### config.mk
export PLATFORM = sky130hd
export DESIGN_NAME = aapr_rmul
export DESIGN_NICKNAME = d
export VERILOG_FILES = /design/src/rtl/aapr_rmul.sv
export SDC_FILE = /design/constraint.sdc
export NUM_CORES = 2
export LEC_CHECK = 0
export ABC_CLOCK_PERIOD_IN_PS = 20100
export BUFFER_PORTS_ARGS = -buffer_cell sky130_fd_sc_hd__buf_2
export CAP_MARGIN = 25
export CORE_MARGIN = 10
export CORE_UTILIZATION = 60
export CTS_BUF_LIST = sky130_fd_sc_hd__clkbuf_8
export CTS_CLUSTER_DIAMETER = 40
export DETAILED_ROUTE_END_ITERATION = 6
export PLACE_DENSITY = 0.84
export SYNTH_ARGS = -nofsm -noshare
export SYNTH_HDL_FRONTEND = slang
export SYNTH_SLANG_ARGS = --single-unit
### constraint.sdc
create_clock -name clk -period 20.1 [get_ports clk]
set_input_delay 1.005 -clock clk [delete_from_list [all_inputs] [get_ports clk]]
set_output_delay 1.005 -clock clk [all_outputs]
set_load 0.05 [all_outputs]
### src/rtl/aapr_rmul.sv
// -----------------------------------------------------------------------------
// aapr_rmul: registered fixed-point product with rounding
// Gives a*b / 2^SH rounded to nearest, ties away from zero.
// -----------------------------------------------------------------------------
module aapr_rmul #(
	parameter int AW = 32,
	parameter int BW = 32,
	parameter int SH = 30,
	parameter int OW = 32
) (
	input  logic                 clk,
	input  logic                 en,
	input  logic signed [AW-1:0] a,
	input  logic signed [BW-1:0] b,
	output logic signed [OW-1:0] y
);

	localparam int PW = AW + BW;

	logic [AW-1:0]        ma;
	logic [BW-1:0]        mb;
	logic [PW-1:0]        prod;
	logic [PW:0]          rnd;
	logic [OW-1:0]        q;
	logic                 neg;

	always_comb begin
		ma   = a[AW-1] ? AW'(-a) : AW'(a);
		mb   = b[BW-1] ? BW'(-b) : BW'(b);
		prod = ma * mb;
		rnd  = {1'b0, prod} + ((PW+1)'(1) << (SH - 1));
		q    = OW'(rnd >> SH);
		neg  = a[AW-1] ^ b[BW-1];
	end

	always_ff @(posedge clk) begin
		if (en) begin
			y <= neg ? -$signed(q) : $signed(q);
		end
	end

endmodule

Word level (Yosys, flattened, before mapping). Cells that the tools add are included.

$add $sub $neg: 4. Multiply operators: 1. Multiplexer cells: 3. Bitwise gates (word level): 1.

Operator list (number): two-way mux 32 bit (3); negation 32 bit (3); adder 62 x 30 -> 62 bit, second input constant (1); multiplier 32 x 32 -> 62 bit (1); XOR 1 bit (1).

Register bits after elaboration: 32. Input bits: 66. Word-level logic and storage cells: 10.

Logic depth before layout (Yosys ltp).
Word-level depth: 6. Depth in mapped cells: 40. Mapped depth without buffers: 37.

Worst setup path after synthesis. OpenSTA, ideal clock, no wires.

Path type: input -> register. From: input port a[11]. To: register y[29] (data pin). Library setup time: 269 ps. Arrival time: 11215 ps. Required time: 19831 ps. Path slack: 8616 ps. Cell stages on the path: 33. Path through: or4_1 -> or2_4 -> or4_4 -> or4_4 -> or3_4 -> o21ai_0 -> xor2_1 -> clkbuf_1 -> nor2_1 -> fa_1 -> inv_1 -> fa_1 -> fa_1 -> fa_1 -> inv_1 -> fa_1 -> fa_1 -> fa_1 -> inv_1 -> fa_1 -> inv_1 -> ha_1 -> nand2_1 -> or3_1 -> or3_1 -> a311oi_2 -> o31ai_1 -> and2_1 -> xnor2_1 -> or3b_2 -> nor4_4 -> a41oi_1 -> xor2_1.

Longest elaborated chain between the ends: 6.

Ends and longest elaborated chain: from (decl) (line 13) `input logic signed [AW-1:0] a,`; negation 32 bit (line 28) `ma = a[AW-1] ? AW'(-a) : AW'(a);`; two-way mux 32 bit * (line 28); multiplier 32 x 32 -> 62 bit * (line 30) `prod = ma * mb;`; adder 62 x 30 -> 62 bit * (line 31) `rnd = {1'b0, prod} + ((PW+1)'(1) << (SH - 1));`; negation 32 bit (line 38) `y <= neg ? -$signed(q) : $signed(q);`; two-way mux 32 bit * (line 38); to (signal assigned) (line 38); to (decl) (line 15) `output logic signed [OW-1:0] y`.

Every way passes the cells marked *; elsewhere a longest branch is shown, timed or not. A chain may end at the register's enable or synchronous reset.

Worst setup path in the final report.
From: input port a[4]. To: register y[29] (data pin).

The elaborated chain is that of the path after synthesis.

==> results_dict.tcl <==
set metrics [dict create \
    place_ws_ps 6980 \
    status "complete, but fails checks" \
    top_regs "y: 32 flops" \
    critPathBufInv 5 \
    setup_ws_ps 7090 \
    path_delay_family "adder cells" \
    synth_area_per_cell_um2 8.61 \
    whs_path_depth 1 \
    area_growth_pct 5.96 \
    max_freq_mhz 76.9 \
    synthAdderAreaFrac 0.601 \
    avgViaCountPerCell 6.03 \
    path_clk_slew_ps 70 \
    grt_pass1_wl_mm 175 \
    post_cts_resized 0 \
    rsz0062_at_grt "no" \
    drtPass1Iterations 7 \
    die_area_um2 69300 \
    min_path_type "in -> reg" \
    ant_nets 0 \
    arrival_ps 13040 \
    cts.sinks 32 \
    detailed_place_hpwl_mm 92.4 \
    synth_edf_count 32 \
    post_synth_num_cell_types 71 \
    grt_use_met3 0.109 \
    drt-total-wl_mm 112 \
    yosysSeqAreaShare 0.0271 \
    finalSetupViolCount 0 \
    synthCells 4127 \
    gp_congestion 1.04 \
    crit_type "in -> reg" \
    final_cell_mix "inv_1, fa_1, nor2_1" \
    hp-start "en" \
    cp_slowest_cell "xor2_1" \
    core_um2 58800 \
    end_kind "register" \
    synth_async_sr_flop_share 0 \
    wl_per_cell_um 22.6 \
    violations "DRC" \
    tightest_slew_ps 1170 \
    slew_viol_final 0 \
    synthSimpleGateAreaFrac 0.153 \
    setup-tns-final_ps 0 \
    grt_usage 0.324 \
    met1_usage 0.382 \
    netlist_area_um2 35500 \
    cts_tree "done" \
    nets 5395 \
    slew-limit-headroom 0.221 \
    top_usage_layer "met2" \
    critPathRequiredTime_ps 20130 \
    yosys-mux-area-fraction 0.00151 \
    cts-buffers-inserted 5 \
    final_hold_viol_count 0 \
    period_share 0.647 \
    drive_above_1_share 0.0702 \
    overflow 0 \
    grt.met2_usage 0.503 \
    critPathMaxStageDelay_ps 860 \
    synth_compound_area_frac 0.0557 \
    synth_xor_xnor_area_share 0.0424 \
    die_width_um 263 \
    yosysWarningCount 0 \
    io_buffers 97 \
    synth_top_family_by_area "adder cells" \
    cts_hold_buf 0 \
    ioPinCount 98 \
    dieHeight_um 263 \
    cpMostUsedCell "fa_1" \
    cts_post_setup_buffers_inserted 0 \
    route.detailed.drc 7 \
    ys_ff_latch 32 \
    synth-main-ff-cell "edfxtp_1" \
    hold_end "y[19]" \
    cts_htree_levels 2 \
    start_util 0.604 \
    hold_slack_ps 1340 \
    synth_nets 5361 \
    largest_reg_flops 32 \
    layout_commonest_cell "inv_1" \
    antenna_found_initial 6 \
    cts_buffer_depth 2 \
    core.rowCount 89 \
    crit_fanout 12 \
    grt_pass1_vias 31700 \
    cts-root-buf "clkbuf_8" \
    regMostFlops "y" \
    startpoint_type "input port" \
    period_needed_ps 13010 \
    vias 29800 \
    grt_max_degree 37 \
    maxCapViolations 0 \
    drt_first_iter_violations 2758 \
]
-- synth_stat cells (3+ instances only) --
library cell / count / area share
a2111oi_0: 5 / 0.0012
a211o_1: 5 / 0.0012
a211oi_1: 10 / 0.0021
a21boi_0: 4 / 0.00085
a21o_1: 21 / 0.0044
a21oi_1: 80 / 0.011
a31oi_1: 19 / 0.0033
and2_1: 17 / 0.0030
and3_1: 5 / 0.00088
buf_1: 5 / 0.00053
buf_2: 6 / 0.00085
clkbuf_1: 177 / 0.019
edfxtp_1: 32 / 0.027
fa_1: 896 / 0.51
ha_1: 272 / 0.096
inv_1: 940 / 0.099
mux2i_1: 4 / 0.0011
nand2_1: 549 / 0.058
nand2b_1: 8 / 0.0014
nand3_1: 20 / 0.0028
nand4_1: 27 / 0.0048
nor2_1: 608 / 0.064
nor2b_1: 7 / 0.0012
nor3_1: 23 / 0.0032
nor4_1: 5 / 0.00088
nor4_4: 3 / 0.0018
o2111ai_1: 3 / 0.00074
o211ai_1: 13 / 0.0027
o21a_1: 10 / 0.0021
o21ai_0: 69 / 0.0097
o21bai_1: 7 / 0.0015
o221ai_1: 3 / 0.00074
o31a_1: 4 / 0.00099
o31ai_1: 23 / 0.0049
o41ai_1: 7 / 0.0017
or2_2: 4 / 0.00070
or3_1: 14 / 0.0025
or3b_2: 4 / 0.00099
or4_1: 9 / 0.0019
xnor2_1: 99 / 0.024
xor2_1: 68 / 0.017
-- final cells by class --
type / count / area (um^2)
fillers: 4667 / 21200
inverters: 940 / 3530
diodes: 2 / 5.00
flip-flops and latches: 32 / 961
multi-input cells: 2967 / 30700
clock inverters: 3 / 37.5
repair buffers: 215 / 1400
well taps: 773 / 967
clock buffers: 5 / 68.8
-- metal layers --
layer | wire length (um) | up-vias | part of all wire
met3 | 16000 | 629 | 0.14
met2 | 50000 | 2170 | 0.45
met4 | 8960 | 8 | 0.080
met5 | 59 | - | 0.00053
li1 | - | 12300 | -
met1 | 36600 | 14700 | 0.33
-- cell families after synthesis --
kind of cell,Yosys count
adders and majority gates,1168
buffers and inverters,1128
AOI/OAI and AO/OA,304
DFF,32
and+or+nand+nor,1321
muxes,5
xor gates and xnor gates,169
-- worst max-delay path by stage --
stage / cells after the start / slack (ps) / from / end
finish: 32 / 7090 / a[4] / y[29]
floorplan: 33 / 8620 / a[11] / y[29]
global route: 32 / 6600 / a[4] / y[29]
global placement: 33 / 7210 / b[0] / y[31]
CTS: 32 / 7290 / a[4] / y[29]
detailed placement: 32 / 6980 / a[4] / y[25]
-- through the flow --
step / instances / util / instance area [um^2]
4_1_cts: 4928 / 0.639 / 37600
2_1_floorplan: 4127 / - / 35500
3_3_place_gp: 4916 / 0.636 / 37400
6_report: 4937 / 0.640 / 37600
3_5_place_dp: 4920 / 0.637 / 37500
5_1_grt: 4936 / 0.640 / 37600
Power is left out: the tool's default activity adds up to more than one toggle a clock period on the data nets, which glitch-free logic cannot reach.
