### config.mk
export PLATFORM = sky130hd
export DESIGN_NAME = aapr_sqrt_cell
export DESIGN_NICKNAME = d
export VERILOG_FILES = /design/src/rtl/aapr_pkg.sv /design/src/rtl/aapr_sqrt_cell.sv
export SDC_FILE = /design/constraint.sdc
export NUM_CORES = 1
export LEC_CHECK = 0
export CORE_MARGIN = 4
export CORE_UTILIZATION = 60
export CTS_CLUSTER_DIAMETER = 80
export DETAILED_ROUTE_END_ITERATION = 6
export DONT_BUFFER_PORTS = 1
export PLACE_DENSITY_LB_ADDON = 0.15
export SLEW_MARGIN = 30
export SYNTH_ARGS = -nofsm -noshare
export SYNTH_HDL_FRONTEND = slang
export SYNTH_SLANG_ARGS = --single-unit
### constraint.sdc
create_clock -name clk -period 3.6 [get_ports clk]
set_input_delay 0.72 -clock clk [delete_from_list [all_inputs] [get_ports clk]]
set_output_delay 0.72 -clock clk [all_outputs]
set_load 0.02 [all_outputs]
### src/rtl/aapr_pkg.sv
// -----------------------------------------------------------------------------
// aapr_pkg: shared definitions for the axis-angle point rotation pipeline
// Formats, step counts, the CORDIC arctangent table and the beat records that
// travel between the cells of the pipeline.
// -----------------------------------------------------------------------------
package aapr_pkg;

	localparam int COORD_WIDTH  = 32;
	localparam int ANGLE_BITS   = 16;
	localparam int TURN_W       = 16;

	localparam int CORDIC_STEPS = 30;
	localparam int CS_W         = 34;
	localparam int SQRT_STEPS   = 32;
	localparam int ROOT_W       = 32;
	localparam int RAD_W        = 64;
	localparam int DIV_STEPS    = 31;
	localparam int QUO_W        = 31;
	localparam int NORM_W       = 32;

	localparam logic signed [CS_W-1:0] CORDIC_START = 34'sd652032874;
	localparam logic signed [CS_W-1:0] ONE_Q30      = 34'sd1073741824;

	// Arctangent of 2^-i in units of 2^-32 turn.
	localparam logic [31:0] ATAN_TURN [CORDIC_STEPS] = '{
		32'd536870912, 32'd316933406, 32'd167458907, 32'd85004756, 32'd42667331,
		32'd21354465, 32'd10679838, 32'd5340245, 32'd2670163, 32'd1335087,
		32'd667544, 32'd333772, 32'd166886, 32'd83443, 32'd41722,
		32'd20861, 32'd10430, 32'd5215, 32'd2608, 32'd1304,
		32'd652, 32'd326, 32'd163, 32'd81, 32'd41,
		32'd20, 32'd10, 32'd5, 32'd3, 32'd1
	};

	typedef struct packed {
		logic signed [CS_W-1:0] x;
		logic signed [CS_W-1:0] y;
		logic signed [CS_W-1:0] z;
		logic                   flip;
	} cordic_t;

	typedef struct packed {
		logic [RAD_W-1:0]  rad;
		logic [ROOT_W+3:0] rem;
		logic [ROOT_W-1:0] root;
	} sqrt_t;

	typedef struct packed {
		logic [ROOT_W-1:0] rem;
		logic [QUO_W-1:0]  num;
		logic [QUO_W-1:0]  quo;
	} div_lane_t;

endpackage

### src/rtl/aapr_sqrt_cell.sv
// -----------------------------------------------------------------------------
// aapr_sqrt_cell: one digit of the restoring integer square root
// Brings down two radicand bits and decides one root bit.
// -----------------------------------------------------------------------------
module aapr_sqrt_cell (
	input  logic            clk,
	input  logic            en,
	input  aapr_pkg::sqrt_t din,
	output aapr_pkg::sqrt_t dout
);

	localparam int RW = aapr_pkg::ROOT_W + 4;

	logic [RW-1:0] cur, trial;
	logic          ge;
	aapr_pkg::sqrt_t nxt;

	always_comb begin
		cur      = {din.rem[RW-3:0], din.rad[aapr_pkg::RAD_W-1 -: 2]};
		trial    = {2'b00, din.root, 2'b01};
		ge       = cur >= trial;
		nxt.rad  = din.rad << 2;
		nxt.rem  = ge ? (cur - trial) : cur;
		nxt.root = {din.root[aapr_pkg::ROOT_W-2:0], ge};
	end

	always_ff @(posedge clk) begin
		if (en) begin
			dout <= nxt;
		end
	end

endmodule

Word-level counts from Yosys, hierarchy flattened

Index checks and enable logic that the tools add are counted.

Output and inout bits: 132
Bits in registers: 130
Logic and storage cells: 6

Multiplexer cells: 1
Order comparisons: 1
Add/subtract/negate cells: 1

Operators by type and width:

| cell             | number |
|---|---|
| $ge A36 B34 Y1   | 1 |
| $mux W36         | 1 |
| $sub A36 B34 Y36 | 1 |

Longest topological paths before layout

Depth after elaboration: 2
Mapped depth: 13
Mapped depth without buffers: 10

Least setup slack after synthesis

OpenSTA, ideal clock, no wires.

Path type: input -> register
Start point: input din[19] in the netlist's numbering
End point: register dout[62] in the netlist's numbering (data pin)
Arrival time: 2.753 ns
Stages on the path: 11
Buffers on the path: 2
Slack: 0.585 ns
Required time: 3.338 ns
Cell sequence: inv_1 > ha_1 > buf_2 > nand4_2 > nor4_2 > and3_1 > a21bo_1 > and2_4 > a21oi_4 > buf_4 > mux2_1

RTL lines:

| element                | RTL line             | source |
|---|---|---|
| start: declaration     | aapr_sqrt_cell.sv:8  | `input aapr_pkg::sqrt_t din,` |
| end signal: assignment | aapr_sqrt_cell.sv:29 | `dout <= nxt;` |
| end: declaration       | aapr_sqrt_cell.sv:9  | `output aapr_pkg::sqrt_t dout` |

==> out/results.ini <==
[worst_setup_path]
path_cells=inv_1 > ha_1 > nand4_1 > nor4_2 > and3_1 > a21bo_1 > and2_4 > a21oi_4 > buf_12 > mux2_2
cpMaxStageDelayCell=ha_1
path_buf_inv=2
crit_arrival_ns=3.22
critPathMaxFanout=10
crit_type=in -> reg
start_kind=primary input
cp_slowest_stage_delay_ns=0.43
required_ns=3.85
critPathTopFamily=simple AND/OR/NAND/NOR gates
critPathCaptureType=register

[sta]
worst_pin_slew_ns=0.491
slew-limit-headroom=0.664
min_period_ns=2.97
rsz0062_at_grt=no
fin_crit_sh=0.826
fmax_mhz=336
final_hold_viol_count=0
setup_viol=0
finalMaxSlewViolations=0
setup-tns-final_ns=0

[clock_network]
clkSlewWorstSetupHoldPaths_ns=0.06
cts_setup_buffers=0
cts_tree=yes
cts_hold_buf=0
numCtsBuffers=17
htreeDepth=4
ctsResizeCount=0
cts_sinks=130
root_buffer=clkbuf_8
cts_buffer_depth=2

[layout]
largest_reg_flops=130
n_antenna_cell=0
reg.largest.list=dout x130
nets=703
final_cell_mix=130 x edfxtp_1, 47 x a21oi_1, 40 x inv_1, 35 x nor2_1, 34 x ha_1
syn_to_final_growth_pct=11.5
drive_above_1_share=0.128
post-route-util=0.696
final_common_cell=edfxtp_1
largest_register=dout

[yosys]
synth-seq-area-share=0.598
synthArstFlopShare=0
syn_area_per_cell_um2=12.4
synth_edf_count=130
ys.flop_type=edfxtp_1
synth_cells=527
ys_ff_latch=130
post_synth_num_cell_types=60
ys_warn_count=0
synth_area_mm2=0.00653

[detailed_routing]
wire_per_inst_um=23.5
drtIter0Drc=410
drt-total-wl_um=16100
viasPerCell=6.04
dr.pass1.iters=5
vias=4124
ant_nets=0
drcViolationCount=0

[status]
outcome=finished clean

[place]
io_buffer_count=0
hpwlAfterDp_um=12600
gp_congestion=0.862

[global_route]
grt_max_degree=131
grt_usage=0.253
antenna_found_initial=0
overflow=0
first_global_vias=4110
grt_first_pass_wirelength_um=24300

[floorplan]
core-area_mm2=0.0105
row_count=37
die_width_um=112
ios=266
start_util=0.624
die-area_mm2=0.0126
fp.dieH_um=112

[run]
cap_violations=0

[min_path]
hold_class=in -> reg

[power_and_ir_drop]
powerDensity_mw_per_mm2=606
ir_worst_vdd_v=0.000393
cellLeakagePower_nw=2.78

[cell type report]
cell class / instances / area [um^2]
clock inverters: 13 / 183
flip-flops and latches: 130 / 3900
multi-input cells: 333 / 2330
fillers: 741 / 3180
inverters: 40 / 150
clock buffers: 18 / 418
well taps: 136 / 170
repair buffers: 13 / 123
[report_power, final]
| group | leakage (nW) | internal, W | switching (W) |
|---|---|---|---|
| combinational | 1.22 | 0.000230 | 0.000299 |
| clock | 0.285 | 0.00112 | 0.000607 |
| sequential | 1.27 | 0.00188 | 0.000275 |
| total | 2.78 | 0.00323 | 0.00118 |
[layer usage]
| layer | part of all wire | global-route usage |
|---|---|---|
| met1 | 0.37 | 0.288 |
| met4 | 0.011 | 0.0705 |
| met2 | 0.52 | 0.443 |
| met3 | 0.094 | 0.0976 |
| met5 | 0 | 0 |
[worst paths after layout]
| path | start | endpoint | slack [ns] | depth (start not counted) |
|---|---|---|---|---|
| worst min-delay path | din[16] | dout[17] | 0.30 | 0 |
| worst max-delay path | din[18] | dout[40] | 0.63 | 10 |
[stage by stage]
stage / instance area (um^2) / hold slack [ns] / power [W] / setup slack [ns] / cells
detailed placement: 6680 / 0.819 / 0.00270 / 0.171 / 652
global placement: 6680 / 0.819 / 0.00269 / 0.167 / 652
floorplan: 6530 / 0.819 / 0.00256 / 0.585 / 528
CTS: 7280 / 0.281 / 0.00444 / 0.689 / 683
global route: 7280 / 0.272 / 0.00460 / 0.550 / 683
finish: 7280 / 0.303 / 0.00441 / 0.628 / 683
[cell usage after synthesis (2+ instances only)]
master    count  area [um^2]
and3_1        6         37.5
nand4_1      10         62.6
nand3_1      10         50.1
buf_6         4         45.0
a221oi_1      2         17.5
o21bai_1      6         45.0
a211oi_1      2         15.0
inv_1        40          150
nor2b_1       7         43.8
clkbuf_2      2         10.0
xnor2_1      18          158
nor3_1        9         45.0
a21oi_1      47          235
a21boi_0      2         15.0
o21ai_1       3         15.0
buf_4         3         22.5
nand2_1      31          116
clkbuf_1      8         30.0
xor2_1       15          131
o21a_1        4         30.0
nand2b_1      4         25.0
edfxtp_1    130         3900
o21ai_0      23          115
a21o_1        6         45.0
mux2_1        6         67.6
o211ai_1      4         30.0
ha_1         34          425
a21oi_2      12          105
and4_4        2         22.5
buf_2         8         40.0
mux2_2        6         67.6
nor2_1       35          131
[cell families (layout without fill, tap and decap cells)]
kind of cell / count (synthesis) / after routing / share of synthesized area
AOI/OAI and AO/OA: 128 / 128 / 0.130
xor gates and xnor gates: 33 / 33 / 0.0443
adders and majority gates: 34 / 34 / 0.0651
buffers and inverters: 65 / 84 / 0.0456
DFF: 130 / 130 / 0.598
muxes: 12 / 12 / 0.0207
other: 1 / 2 / 0.000574
and+or+nand+nor: 124 / 124 / 0.0960
(Power assumes the default switching activity.)
