File: config.mk
export PLATFORM = sky130hd
export DESIGN_NAME = aapr_div_cell
export DESIGN_NICKNAME = d
export VERILOG_FILES = /design/src/rtl/aapr_pkg.sv /design/src/rtl/aapr_div_cell.sv
export SDC_FILE = /design/constraint.sdc
export NUM_CORES = 1
export LEC_CHECK = 0
export BUFFER_PORTS_ARGS = -buffer_cell sky130_fd_sc_hd__buf_2
export CAP_MARGIN = 20
export CORE_AREA = 4 4 244 246
export DETAILED_ROUTE_END_ITERATION = 7
export DIE_AREA = 0 0 248 250
export PLACE_DENSITY = 0.48
export SETUP_SLACK_MARGIN = 0.2
export SLEW_MARGIN = 25
export SYNTH_ARGS = -nofsm -noshare
export SYNTH_HDL_FRONTEND = slang
export SYNTH_SLANG_ARGS = --single-unit
export TNS_END_PERCENT = 20
File: constraint.sdc
create_clock -name clk -period 7.2 [get_ports clk]
set_input_delay 1.44 -clock clk [delete_from_list [all_inputs] [get_ports clk]]
set_output_delay 1.44 -clock clk [all_outputs]
set_load 0.05 [all_outputs]
File: src/rtl/aapr_pkg.sv
// -----------------------------------------------------------------------------
// aapr_pkg: shared definitions for the axis-angle point rotation pipeline
// Formats, step counts, the CORDIC arctangent table and the beat records that
// travel between the cells of the pipeline.
// -----------------------------------------------------------------------------
package aapr_pkg;

	localparam int COORD_WIDTH  = 32;
	localparam int ANGLE_BITS   = 16;
	localparam int TURN_W       = 16;

	localparam int CORDIC_STEPS = 30;
	localparam int CS_W         = 34;
	localparam int SQRT_STEPS   = 32;
	localparam int ROOT_W       = 32;
	localparam int RAD_W        = 64;
	localparam int DIV_STEPS    = 31;
	localparam int QUO_W        = 31;
	localparam int NORM_W       = 32;

	localparam logic signed [CS_W-1:0] CORDIC_START = 34'sd652032874;
	localparam logic signed [CS_W-1:0] ONE_Q30      = 34'sd1073741824;

	// Arctangent of 2^-i in units of 2^-32 turn.
	localparam logic [31:0] ATAN_TURN [CORDIC_STEPS] = '{
		32'd536870912, 32'd316933406, 32'd167458907, 32'd85004756, 32'd42667331,
		32'd21354465, 32'd10679838, 32'd5340245, 32'd2670163, 32'd1335087,
		32'd667544, 32'd333772, 32'd166886, 32'd83443, 32'd41722,
		32'd20861, 32'd10430, 32'd5215, 32'd2608, 32'd1304,
		32'd652, 32'd326, 32'd163, 32'd81, 32'd41,
		32'd20, 32'd10, 32'd5, 32'd3, 32'd1
	};

	typedef struct packed {
		logic signed [CS_W-1:0] x;
		logic signed [CS_W-1:0] y;
		logic signed [CS_W-1:0] z;
		logic                   flip;
	} cordic_t;

	typedef struct packed {
		logic [RAD_W-1:0]  rad;
		logic [ROOT_W+3:0] rem;
		logic [ROOT_W-1:0] root;
	} sqrt_t;

	typedef struct packed {
		logic [ROOT_W-1:0] rem;
		logic [QUO_W-1:0]  num;
		logic [QUO_W-1:0]  quo;
	} div_lane_t;

endpackage

File: src/rtl/aapr_div_cell.sv
// -----------------------------------------------------------------------------
// aapr_div_cell: one quotient bit of three restoring divisions
// The three axis components share one divisor, the vector length.
// -----------------------------------------------------------------------------
module aapr_div_cell (
	input  logic                            clk,
	input  logic                            en,
	input  aapr_pkg::div_lane_t [2:0]       din,
	input  logic [aapr_pkg::ROOT_W-1:0]     din_div,
	output aapr_pkg::div_lane_t [2:0]       dout,
	output logic [aapr_pkg::ROOT_W-1:0]     dout_div
);

	localparam int RW = aapr_pkg::ROOT_W;
	localparam int QW = aapr_pkg::QUO_W;

	logic [RW:0] cur [3];
	logic [RW:0] diff [3];
	logic        ge [3];
	aapr_pkg::div_lane_t [2:0] nxt;

	always_comb begin
		for (int i = 0; i < 3; i++) begin
			cur[i]      = {din[i].rem, din[i].num[QW-1]};
			diff[i]     = cur[i] - {1'b0, din_div};
			ge[i]       = cur[i] >= {1'b0, din_div};
			nxt[i].rem  = ge[i] ? diff[i][RW-1:0] : cur[i][RW-1:0];
			nxt[i].num  = din[i].num << 1;
			nxt[i].quo  = {din[i].quo[QW-2:0], ge[i]};
		end
	end

	always_ff @(posedge clk) begin
		if (en) begin
			dout     <= nxt;
			dout_div <= din_div;
		end
	end

endmodule

==> After elaboration in Yosys (flattened, before gate mapping) <==
Cells that the tools add are included.
{ "totals": {"wordCells": 19, "reg_bits": 311} }
{ "op_classes": {"order_cmp": 3, "addsub": 3, "muxes": 3} }
{ "op_table": {"columns": ["cell", "count"], "rows": [
  ["33-bit by 32-bit >= comparator with 1-bit output", 3],
  ["32-bit 2-to-1 mux", 3],
  ["32-bit subtractor", 3]
]} }

==> Depth between registers and ports, before layout <==
{ "logic_depth": {"word_depth": 2, "depth_mapped": 13, "mapped_depth_nobuf": 12} }

==> Least setup slack after synthesis <==
OpenSTA, ideal clock, no wires.
{ "synth_timing": {"path_kind": "in2reg", "startpoint": "input port din[61] (netlist name)", "endpoint": "register dout[88] (netlist name) (data pin)", "setup_ns": 0.260, "n_path_buf": 0, "stages": 12, "required_time_ns": 6.940, "arrival_ns": 3.966, "slack_ns": 2.974, "path_cell_list": "inv_1 -> ha_1 -> fa_1 -> nor2b_1 -> o2111ai_1 -> a32oi_1 -> a41oi_1 -> o31a_1 -> nand3b_1 -> o31ai_1 -> xor2_1 -> mux2_2"} }
{ "synth_lines": {"columns": ["element", "line", "source"], "rows": [
  ["start: declaration", "aapr_div_cell.sv:8", "input aapr_pkg::div_lane_t [2:0] din,"],
  ["end signal: assignment", "aapr_div_cell.sv:35", "dout <= nxt;"],
  ["end: declaration", "aapr_div_cell.sv:10", "output aapr_pkg::div_lane_t [2:0] dout,"]
]} }

==> run metrics <==
Final period util=66.53%; number of fill cells in the layout=5,820; Top Metal Used=met5; post-synthesis cell type count=72; yosys warns=0; Post-CTS Setup Repair Bufs=0; final wirelength=67,170 um; slew at the pin with the worst max-slew slack=1.005 ns; RSZ-0062 raised after global routing=false; Worst Setup Path Type=primary input to flop; CTS root buf=clkbuf_16; met2 routed WL=33,080 um; Leakage Power=8.980 nW; DR WL met3=5668 um; outcome=complete, no violations; post-route DRC violation count=0; number of global-route vias before repair=12,740; post-route antenna net violation count=0; Fin Setup TNS=0 ns; # rows=88; Max-cap violations=0; commonest non-fill, non-tap cell in the layout=buf_2; Die X-Extent=248 um; WL/cell=25.13 um; CP Max Fanout=19; DR vias/cell=4.782; # hold bufs at CTS=0; Post-synth EDFFs=311; Max Clock Freq=208.8 MHz; Main synth FF type=edfxtp_1; cts repair resizes=0; CTS tree=built; grt total ovfl=0; synthesized instance count=1,248; DP HPWL=54,590 um; drt pass-1 iters=5; routability cong.=0.9061; H-tree lvl count=2; relative slew slack=33.00%; post-synthesis sequential area ratio=59.33%; initial core utilization=27.44%; GRT Total Usage=20.49%; Worst IR Drop VDD=0.0001511 V; Worst setup EP type=flop; First DRT Iteration DRCs=763; initial antenna violation count=33; Vias=12,780; CTS clock-pin slew for the worst setup and hold paths=0.06 ns; ys async rst share=0%; HP Class=primary input to flop; Final Util=36.42%; Die Area=0.06200 sq mm; fin nets=2,294; Met1 Wirelength=25,330 um; largest net degree at the start of global routing=117; port bufs=623; Post-Syn Area=0.01574 sq mm; final hold viol count=0; Clock Tree Buf Depth=3; Die H=250 um; Placeable Area=0.05737 sq mm; first-pass GRT wire length=91,090 um; clock sinks=311; Avg Cell Area, Syn=12.61 sq um; fraction of layout cells with a size suffix above 1=38.60%; Pins Over Slew Limit=0; commonest non-fill, non-tap cells in the layout=622 x buf_2, 311 x edfxtp_1, 96 x ha_1; Tmin final=4.790 ns; io pins=630; arrival time at the worst endpoint=5.08 ns; Worst setup SP type=primary input; PwrDens=280.7 mW/mm^2; Area growth syn-to-layout=32.72%; synthesized flop and latch total=311; CP required=7.49 ns; CTS buffer count=39; final setup vio count=0
-- where the power goes --
group | internal (mW) | switching, mW | total [mW]
clock network | 1.12 | 0.772 | 1.89
registers | 2.23 | 0.0517 | 2.28
logic | 0.454 | 1.24 | 1.69
total | 3.81 | 2.06 | 5.86
-- worst max-delay path, stage by stage --
cell and delay [ns]:
buf_2 0.28, inv_1 0.23, ha_1 0.34, nor2b_1 0.15
o21bai_1 0.19, a211o_1 0.20, a21oi_2 0.09, a21bo_2 0.24
a31o_2 0.27, a21boi_1 0.21, o211a_1 0.62, buf_4 0.41
mux2_2 0.38
-- synth_stat cells (5+ instances only) --
cell | number | area, sq um
and2_1 | 8 | 50.05
nand2_1 | 94 | 352.8
nand3_1 | 26 | 130.1
nand4_1 | 19 | 118.9
a21o_1 | 37 | 277.8
xor2_1 | 39 | 341.6
a211oi_1 | 13 | 97.59
clkbuf_1 | 28 | 105.1
nand2b_1 | 15 | 93.84
a21oi_1 | 94 | 470.5
xnor2_1 | 46 | 402.9
buf_6 | 6 | 67.56
o21a_1 | 13 | 97.59
a31oi_1 | 16 | 100.1
edfxtp_1 | 311 | 9339
nor2_1 | 69 | 259.0
nor2b_1 | 18 | 112.6
ha_1 | 96 | 1201
o21bai_1 | 9 | 67.56
o31ai_1 | 5 | 37.54
o21ai_0 | 75 | 375.4
mux2_2 | 35 | 394.1
inv_1 | 56 | 210.2
nor3_1 | 15 | 75.07
and3_1 | 7 | 43.79
-- through the flow --
stage          hold slack [ns]  instance area, sq um  worst slack [ns]  total power [mW]  instances
2_1_floorplan            1.539                 15750             2.974             3.489       1250
3_3_place_gp             1.618                 19680             1.772             4.015       2603
3_5_place_dp             1.618                 19680             1.789             4.016       2603
4_1_cts                  1.019                 20880             2.385             5.954       2669
5_1_grt                  1.023                 20880             2.173             6.124       2670
6_report                 1.059                 20890             2.410             5.864       2673
-- layer usage --
layer	global-route usage (%)	up-vias
met2	36.15	519
li1	-	5962
met1	23.09	6140
met5	0	-
met4	7.801	30
met3	6.296	132
-- layout make-up --
class	instances	area [sq um]	share of cell area [%]
multi-input combinational	840	5973	28.59
inverter	57	214.0	1.024
clock inverter	16	166.4	0.7966
tap	765	957.2	4.582
antenna	4	10.01	0.04791
clock buffer	50	1039	4.971
sequential	311	9339	44.70
timing repair buffer	630	3193	15.28
-- sequential cells by signal, summed over array words and instances (netlist names) --
signal and cells:
dout_div 32, dout 279
-- final timing paths --
kind,from,endpoint,slack [ns],cells past startpoint
worst max-delay path,din_div[1],dout[87],2.41,13
worst min-delay path,din[127],dout[128],1.06,1
-- kinds of logic (layout without fill, tap and decap cells) --
kind of cell             after synthesis  count (layout)  synth area share [%]
AND/OR/NAND/NOR                      294             294                 9.014
AO/OA/AOI/OAI                        313             313                 12.79
XOR/XNOR                              85              85                 4.729
multiplexers                          46              46                 3.330
flip-flops                           311             311                 59.33
other                                  1               7               0.02382
buffers and inverters                 99             753                 2.774
adder cells (fa/ha/maj)               99              99                 8.012
(Power assumes the default switching activity.)
