--- src/rtl/aapr_pkg.sv ---
// -----------------------------------------------------------------------------
// aapr_pkg: shared definitions for the axis-angle point rotation pipeline
// Formats, step counts, the CORDIC arctangent table and the beat records that
// travel between the cells of the pipeline.
// -----------------------------------------------------------------------------
package aapr_pkg;

	localparam int COORD_WIDTH  = 32;
	localparam int ANGLE_BITS   = 16;
	localparam int TURN_W       = 16;

	localparam int CORDIC_STEPS = 30;
	localparam int CS_W         = 34;
	localparam int SQRT_STEPS   = 32;
	localparam int ROOT_W       = 32;
	localparam int RAD_W        = 64;
	localparam int DIV_STEPS    = 31;
	localparam int QUO_W        = 31;
	localparam int NORM_W       = 32;

	localparam logic signed [CS_W-1:0] CORDIC_START = 34'sd652032874;
	localparam logic signed [CS_W-1:0] ONE_Q30      = 34'sd1073741824;

	// Arctangent of 2^-i in units of 2^-32 turn.
	localparam logic [31:0] ATAN_TURN [CORDIC_STEPS] = '{
		32'd536870912, 32'd316933406, 32'd167458907, 32'd85004756, 32'd42667331,
		32'd21354465, 32'd10679838, 32'd5340245, 32'd2670163, 32'd1335087,
		32'd667544, 32'd333772, 32'd166886, 32'd83443, 32'd41722,
		32'd20861, 32'd10430, 32'd5215, 32'd2608, 32'd1304,
		32'd652, 32'd326, 32'd163, 32'd81, 32'd41,
		32'd20, 32'd10, 32'd5, 32'd3, 32'd1
	};

	typedef struct packed {
		logic signed [CS_W-1:0] x;
		logic signed [CS_W-1:0] y;
		logic signed [CS_W-1:0] z;
		logic                   flip;
	} cordic_t;

	typedef struct packed {
		logic [RAD_W-1:0]  rad;
		logic [ROOT_W+3:0] rem;
		logic [ROOT_W-1:0] root;
	} sqrt_t;

	typedef struct packed {
		logic [ROOT_W-1:0] rem;
		logic [QUO_W-1:0]  num;
		logic [QUO_W-1:0]  quo;
	} div_lane_t;

endpackage

--- src/rtl/aapr_cordic_cell.sv ---
// -----------------------------------------------------------------------------
// aapr_cordic_cell: one rotation step of the sine/cosine CORDIC
// Rotates (x, y) by the arctangent of 2^-STEP toward a zero residual angle.
// -----------------------------------------------------------------------------
module aapr_cordic_cell #(
	parameter int STEP = 0
) (
	input  logic              clk,
	input  logic              en,
	input  aapr_pkg::cordic_t din,
	output aapr_pkg::cordic_t dout
);

	logic signed [aapr_pkg::CS_W-1:0] xs, ys, at;
	aapr_pkg::cordic_t nxt;

	always_comb begin
		xs  = din.x >>> STEP;
		ys  = din.y >>> STEP;
		at  = $signed({2'b00, aapr_pkg::ATAN_TURN[STEP]});
		nxt = din;
		if (!din.z[aapr_pkg::CS_W-1]) begin
			nxt.x = din.x - ys;
			nxt.y = din.y + xs;
			nxt.z = din.z - at;
		end else begin
			nxt.x = din.x + ys;
			nxt.y = din.y - xs;
			nxt.z = din.z + at;
		end
	end

	always_ff @(posedge clk) begin
		if (en) begin
			dout <= nxt;
		end
	end

endmodule

--- config.mk ---
export PLATFORM = sky130hd
export DESIGN_NAME = aapr_cordic_cell
export DESIGN_NICKNAME = d
export VERILOG_FILES = /design/src/rtl/aapr_pkg.sv /design/src/rtl/aapr_cordic_cell.sv
export SDC_FILE = /design/constraint.sdc
export NUM_CORES = 1
export LEC_CHECK = 0
export ABC_AREA = 1
export BUFFER_PORTS_ARGS = -buffer_cell sky130_fd_sc_hd__buf_2
export CORE_ASPECT_RATIO = 0.9
export CORE_MARGIN = 2
export CORE_UTILIZATION = 45
export DETAILED_ROUTE_END_ITERATION = 6
export GPL_ROUTABILITY_DRIVEN = 0
export PLACE_DENSITY = 0.67
export SLEW_MARGIN = 0
export SYNTH_ARGS = -nofsm -noshare
export SYNTH_HDL_FRONTEND = slang
export SYNTH_SLANG_ARGS = --single-unit
--- constraint.sdc ---
create_clock -name clk -period 3.5 [get_ports clk]
set_clock_uncertainty 0.1 [all_clocks]
set_input_delay 0.35 -clock clk [delete_from_list [all_inputs] [get_ports clk]]
set_output_delay 0.35 -clock clk [all_outputs]
set_load 0.01 [all_outputs]
# Word level (Yosys, flattened, before mapping)
# Index checks and enable logic that the tools add are counted.
[word_totals]
out_inout_bits = 103
register_bits = 103
elab_cells = 10
in_bits = 105
[classes]
addsub = 5
muxes = 1
[ops]
columns = ["operator", "count"]
rows = [
  ["$mux 102", 1],
  ["$sub 34x34->34", 2],
  ["$add 34x31->34 const B", 1],
  ["$add 34x34->34", 1],
  ["$sub 34x31->34 const B", 1],
]

# Depth between registers and ports, before layout
# Gate-level depths: netlist of the first run.
[depth]
ltp_word = 2
mapped_depth = 17
depth_no_buf = 16

# Worst setup path after synthesis of the first run
# OpenSTA, ideal clock, no wires.
[synth_path]
kind = "input port to flip-flop"
from = "in din[34] in the netlist's numbering"
to = "reg dout[33] in the netlist's numbering (data pin)"
path_slack_ns = 1.348
required_time_ns = 3.142
cell_stages = 8
arrival_ns = 1.794
cell_sequence = "clkbuf_1 -> inv_1 -> clkbuf_1 -> clkbuf_1 -> ha_1 -> nand3_1 -> nand3_1 -> xor2_1"
[synth_rtl]
columns = ["item", "line", "rtl"]
rows = [
  ["from (decl)", "aapr_cordic_cell.sv:10", "input aapr_pkg::cordic_t din,"],
  ["to (signal assigned)", "aapr_cordic_cell.sv:35", "dout <= nxt;"],
  ["to (decl)", "aapr_cordic_cell.sv:11", "output aapr_pkg::cordic_t dout"],
]

==> flow_metrics.tcl, run 1 <==
set metrics [dict create \
    cp.required_ns 3.51 \
    clockBufferDepth 2 \
    combinationalPowerShare_pct 39.4 \
    viasPerCell 5.45 \
    clk_pin_slew_ns 0.08 \
    synth_mux_area_share_pct 0 \
    period_share_pct 72.9 \
    rows 53 \
    grt_max_degree 59 \
    clockRootBuffer "clkbuf_16" \
    hp-start "din[6]" \
    final_common_cell "nand2_1" \
    core-area_um2 23200 \
    layout_common_cells "456 x nand2_1, 231 x inv_1, 206 x buf_2, 164 x nand3_1, 135 x nor2_1" \
    p_leak_nw 6.21 \
    outcome "complete, no violations" \
    switching_share_pct 39.8 \
    pwr-share-seq_pct 36.8 \
    cts_hold_buf 0 \
    die_w_um 165 \
    cts_tree "yes" \
    dp_hpwl_um 28600 \
    ios 208 \
    arrival_ns 2.57 \
    yosys.cell_types.count 42 \
    synth_area_um2 10500 \
    synth_seq_area_share_pct 29.0 \
    n_fill_cell 2355 \
    synthXorXnorAreaFrac_pct 2.24 \
    port_buffers 207 \
    ant_nets 0 \
    hp-class "input port to flip-flop" \
    synth_area_leader_cell "edfxtp_1" \
    synth.avg_cell_area_um2 6.72 \
    synth_edf_count 102 \
    setup_tns_ns 0 \
    synthAdderAreaFrac_pct 12.9 \
    drtPass1Iterations 6 \
    drt_iter0_drc 1353 \
    worst-slew-pin-transition_ns 0.705 \
    overflow 0 \
    cts_sinks 102 \
    antenna_found_initial 0 \
    rsz0062_at_grt "false" \
    end_kind "flip-flop" \
    synth_compound_area_share_pct 12.4 \
    final_area_um2 12100 \
    synth-simple-area-share_pct 32.5 \
    ys_seq_elements 102 \
    n_antenna_cell 0 \
    cts_made_buffers 9 \
    fin_nets 1961 \
    power.density_nw_per_um2 356 \
    power.internal_mw 2.59 \
    largest_reg_flops 102 \
    syn_nets 1781 \
    slew_violations 0 \
    synth_top_area_share_pct 29.0 \
    switchingPower_mw 1.71 \
    ctsResizeCount 0 \
    largest_register "dout" \
    first_global_vias 10123 \
    dpl_cell_area_um2 11800 \
    yosys_warnings 0 \
    relSlewSlack_pct 53.0 \
    ir_worst_vdd_mv 0.223 \
    drive_above_1_share_pct 15.2 \
    synth_area_leaders "edfxtp_1 29%, nand2_1 16%, ha_1 12%, inv_1 8.3%, nand3_1 7.8%" \
    maxClockFrequency_mhz 392 \
    synth_top_family_by_area "simple AND/OR/NAND/NOR gates" \
    maxCapViolations 0 \
    vias 11210 \
    cp_max_fo 10 \
    initial_core_util_pct 45.4 \
    synth_top_flop_cell "edfxtp_1" \
    die_h_um 149 \
    hold_viol_final 0 \
    post_cts_buffers 0 \
    startpoint "din[46]" \
    drc_errors 0 \
    synthArstFlopShare_pct 0 \
    fp.dieArea_um2 24700 \
    htreeDepth 3 \
    grt_first_pass_wirelength_um 52500 \
    pwr-share-clk_pct 23.8 \
    grt_use_total_pct 27.7 \
    setup_viol 0 \
    cp-start-kind "input port" \
    largest_registers "dout: 102 flops" \
    area_delta_synth_final_pct 14.3 \
    syn-instance-count 1570 \
    path_class "input port to flip-flop" \
    drt-wirelength-per-cell_um 16.7 \
    routed_wl_um 34300 \
    period_needed_ns 2.55 \
]
## final cells by class
| cell class | count | area, um2 | area share (%) |
|---|---|---|---|
| clock inverter | 7 | 67.6 | 0.561 |
| clock buffer | 9 | 225 | 1.87 |
| sequential | 102 | 3060 | 25.4 |
| multi-input combinational | 1185 | 6320 | 52.4 |
| inverter | 237 | 890 | 7.38 |
| timing repair buffer | 215 | 1110 | 9.22 |
| tap | 302 | 378 | 3.13 |
## cell usage after synthesis, types with 5 or more instances
library cell,count
inv_1,232
nand2_2,6
a21oi_1,104
nor3_1,12
nor2_2,6
nand3_1,164
nand4_1,13
o21bai_1,14
a21oi_2,7
nor2_1,135
edfxtp_1,102
xor2_1,27
o22ai_1,5
clkbuf_1,12
buf_2,13
nand2_1,456
buf_4,14
a21o_1,6
o21ai_1,9
ha_1,102
o21ai_0,83
## critical path, stage by stage
cell     delay (ns)
buf_2          0.10
inv_1          0.04
ha_1           0.61
nand2_2        0.23
nor2_1         0.31
nand2_1        0.11
o21ai_1        0.40
nand2_1        0.13
nand2_1        0.09
nand2_1        0.05
nand3_1        0.08
nand2_1        0.05
## power groups by stage
stage	clock, mW	sequential [mW]	combinational, mW
after global placement	0	1.61	1.62
after CTS	1.04	1.58	1.65
final	1.02	1.58	1.69
after floorplan	0	1.69	0.980
after global routing	1.09	1.60	1.87
after detailed placement	0	1.61	1.64
## cell families after synthesis
group / Yosys count
xor+xnor: 27
fa+ha+maj: 106
compound gates: 239
flops: 102
buf+inv: 283
simple gates: 813
## per-layer routing
layer | track usage [%] | wire [um] | vias to the layer above
li1 | - | - | 5438
met1 | 39.4 | 14900 | 5072
met2 | 41.4 | 14200 | 624
met3 | 6.48 | 4170 | 76
met4 | 9.22 | 1070 | 0
met5 | 0 | 0 | -
## stage by stage
step	instances	power [mW]	worst slack (ns)	hold slack, ns	utilization, %
after floorplan	1570	2.67	1.35	0.349	-
after global placement	2041	3.23	0.692	0.426	50.7
after detailed placement	2041	3.25	0.710	0.428	50.7
after CTS	2057	4.27	1.09	0.0527	51.9
after global routing	2057	4.55	0.837	0.0484	51.9
final	2057	4.29	0.947	0.0610	51.9
## path summary, 6_finish.rpt
| path | cells past startpoint | end | slack (ns) |
|---|---|---|---|
| worst max-delay path | 12 | dout[90]$_DFFE_PP_ | 0.95 |
| worst min-delay path | 1 | dout[6]$_DFFE_PP_ | 0.06 |
(Power assumes the default switching activity.)
==> run 2: changes to the inputs <==
--- a/config.mk
+++ b/config.mk
@@ -5,14 +5,14 @@
 export SDC_FILE = /design/constraint.sdc
 export NUM_CORES = 1
 export LEC_CHECK = 0
-export ABC_AREA = 1
+export ABC_AREA = 0
 export BUFFER_PORTS_ARGS = -buffer_cell sky130_fd_sc_hd__buf_2
 export CORE_ASPECT_RATIO = 0.9
 export CORE_MARGIN = 2
 export CORE_UTILIZATION = 45
 export DETAILED_ROUTE_END_ITERATION = 6
 export GPL_ROUTABILITY_DRIVEN = 0
-export PLACE_DENSITY = 0.67
+export PLACE_DENSITY = 0.71
 export SLEW_MARGIN = 0
 export SYNTH_ARGS = -nofsm -noshare
 export SYNTH_HDL_FRONTEND = slang
==> constraint.sdc (replaced) <==
create_clock -name clk -period 2.09 [get_ports clk]
set_clock_uncertainty 0.1 [all_clocks]
set_input_delay 0.209 -clock clk [delete_from_list [all_inputs] [get_ports clk]]
set_output_delay 0.209 -clock clk [all_outputs]
set_load 0.01 [all_outputs]
==> run 2 against run 1 <==
- the flow now finishes with violations (design-rule violations, negative setup slack)
- power grew 100%
- sequential power grew 73%
- critical path depth is the same
- sequential cell count is the same
- synthesized area shrank 14%
- worst setup slack lost 1.6 ns
==> flow_metrics.tcl, run 2 <==
set metrics [dict create \
    outcome "complete, but fails checks" \
    violations "design-rule violations, negative setup slack" \
    stdcell_count 1816 \
    ys_seq_elements 102 \
    dp_hpwl_um 24800 \
    final_common_cell "buf_4" \
    vias 10337 \
    syn_nets 1209 \
    fin_nets 1767 \
    die_w_um 154 \
    rows 49 \
    synth_top_area_share_pct 33.8 \
    cts_made_buffers 9 \
    critPathCapture "dout[68]$_DFFE_PP_" \
    dr_wl_met2_um 16400 \
    yosysMostFrequentCell "a21oi_1" \
    clockRootBuffer "clkbuf_16" \
    synth_area_leader_cell "edfxtp_1" \
    slowest_stage "a2111oi_4" \
    switchingPower_mw 3.19 \
    cts_tree "yes" \
    initial_core_util_pct 45.6 \
    htreeDepth 3 \
    combinationalPowerShare_pct 48.8 \
    synth_area_um2 9060 \
    synth_edf_count 102 \
    grt_use_total_pct 29.3 \
    place_ws_ns -1.17 \
    synthArstFlopShare_pct 0 \
    cts_sinks 102 \
    synth_seq_area_share_pct 33.8 \
    port_buffers 207 \
    drc_errors 1 \
    synthTopCellsByCount "118 x a21oi_1, 102 x edfxtp_1, 102 x ha_1, 99 x nor2_1, 96 x inv_1" \
    arrival_ns 2.74 \
    top_layer "met4" \
    largest_register "dout" \
    first_global_vias 9877 \
    clk_pin_slew_ns 0.08 \
    path_buf_inv 2 \
    worst-path-stages 12 \
    ant_nets 0 \
    drt-wirelength-per-cell_um 19.4 \
    startpoint "din[37]" \
    maxClockFrequency_mhz 366 \
    pwr-share-seq_pct 31.4 \
    routed_wl_um 35200 \
    path_class "input port to flip-flop" \
    final_core_util_pct 76.5 \
    largest_registers "dout: 102 flops" \
    ir_worst_vdd_mv 0.418 \
    layout_common_cells "325 x buf_4, 186 x buf_2, 102 x edfxtp_1, 90 x nor2_1, 85 x a21oi_1" \
    relSlewSlack_pct 61.3 \
    maxCapViolations 0 \
    clockBufferDepth 2 \
    setup_tns_ns -22.73 \
    setup_viol 53 \
    hp-class "input port to flip-flop" \
    n_antenna_cell 0 \
    synth_area_leaders "edfxtp_1 34%, ha_1 14%, a21oi_1 6.5%, xnor2_1 6.3%, nor2_1 4.1%" \
    fp.dieArea_um2 21300 \
    overflow 0 \
    path_common_cell "o31ai_4" \
    drive_above_1_share_pct 50.8 \
    worst-slew-pin-transition_ns 0.578 \
    yosys_warnings 0 \
    power.density_nw_per_um2 572 \
    largest_reg_flops 102 \
    grt_first_pass_wirelength_um 50500 \
    pwr-share-clk_pct 19.8 \
    grt_max_degree 57 \
    period_share_pct 131 \
    fin_ws_ns -0.642 \
    cp.required_ns 2.09 \
    final_area_um2 15200 \
    cp_max_fo 4 \
    max_stage_delay_ns 0.37 \
    cp_top_family "compound AO/OA/AOI/OAI gates" \
    total_power_mw 8.70 \
    viasPerCell 5.69 \
    synth.avg_cell_area_um2 9.08 \
    end_kind "flip-flop" \
    drtPass1Iterations 7 \
    period_needed_ns 2.73 \
    syn-instance-count 998 \
    cp_cell_sequence "buf_8 -> buf_6 -> ha_4 -> o311ai_4 -> o211ai_1 -> o31ai_4 -> o31ai_4 -> a31oi_4 -> a21oi_4 -> a2111oi_4 -> a21oi_2 -> xnor2_1" \
    drt_iter0_drc 1136 \
    die_h_um 139 \
    hold_viol_final 0 \
    power.internal_mw 5.51 \
    area_delta_synth_final_pct 67.8 \
    ios 208 \
    rsz0062_at_grt "true" \
    dpl_cell_area_um2 13100 \
    wl_met3_um 3210 \
    core-area_um2 19900 \
    yosys.cell_types.count 80 \
    synth_top_flop_cell "edfxtp_1" \
    cp-start-kind "input port" \
    met1_length_um 14200 \
    p_leak_nw 6.81 \
    slew_violations 0 \
    switching_share_pct 36.6 \
    placed_cells 1723 \
    antenna_found_initial 0 \
    fin_hold_ws_ns 0.0387 \
]
run 2: cell count changes after synthesis, sizes merged, moves of 12 or more:
cell   delta
o31ai    +14
mux2i    +16
nor2     -44
o21ai    -38
nand2   -419
xor2     -23
nor2b    +12
xnor2    +65
nand3   -155
a21o     +15
inv     -139
run 2: cells by family (layout without fill, tap and decap cells):
kind of cell / after synthesis / count (layout) / synth area share [%]
buffers and inverters: 150 / 713 / 6.78
AND/OR/NAND/NOR: 236 / 236 / 12.4
XOR/XNOR: 69 / 69 / 6.67
AO/OA/AOI/OAI: 319 / 319 / 23.6
flip-flops: 102 / 102 / 33.8
multiplexers: 16 / 16 / 1.77
adder cells (fa/ha/maj): 106 / 106 / 15.0
run 2: worst min-delay path by stage:
stage | start | endpoint | slack [ns] | depth (start not counted)
CTS | din[30] | dout[30]$_DFFE_PP_ | 0.04 | 2
detailed placement | din[23] | dout[23]$_DFFE_PP_ | 0.29 | 1
global route | din[30] | dout[30]$_DFFE_PP_ | 0.04 | 2
finish | din[30] | dout[30]$_DFFE_PP_ | 0.04 | 2
global placement | din[28] | dout[28]$_DFFE_PP_ | 0.29 | 1
floorplan | din[0] | dout[0]$_DFFE_PP_ | 0.21 | 0
run 2: routing by layer:
| metal | vias up | track usage [%] |
|---|---|---|
| li1 | 4700 | - |
| met1 | 4862 | 38.6 |
| met2 | 639 | 48.4 |
| met3 | 136 | 5.28 |
| met4 | 0 | 11.1 |
| met5 | - | 0 |
run 2: area by class of cell:
class / instances / area [um2]
Multi-Input combinational cell: 746 / 6720
Inverter: 103 / 452
Tap cell: 255 / 319
Clock inverter: 7 / 61.3
Fill cell: 1232 / 4660
Clock buffer: 9 / 225
Sequential cell: 102 / 3060
Timing Repair Buffer: 594 / 4360
run 2: what timing repair did:
action | CTS | global route
pin swaps | 108 | 87
endpoints found under the setup margin | 53 | 52
endpoints found under the hold margin | 30 | 0
gates resized for setup | 145 | 105
hold buffers | 30 | 0
buffers inserted | 30 | 26
run 2: power by group through the flow:
stage | Combinational (mW) | Clock (mW) | Sequential, mW
2_1_floorplan | 1.67 | 0 | 2.92
3_3_place_gp | 3.36 | 0 | 2.76
3_5_place_dp | 3.43 | 0 | 2.78
4_1_cts | 3.82 | 1.74 | 2.73
5_1_grt | 4.48 | 1.81 | 2.76
6_report | 4.24 | 1.72 | 2.73
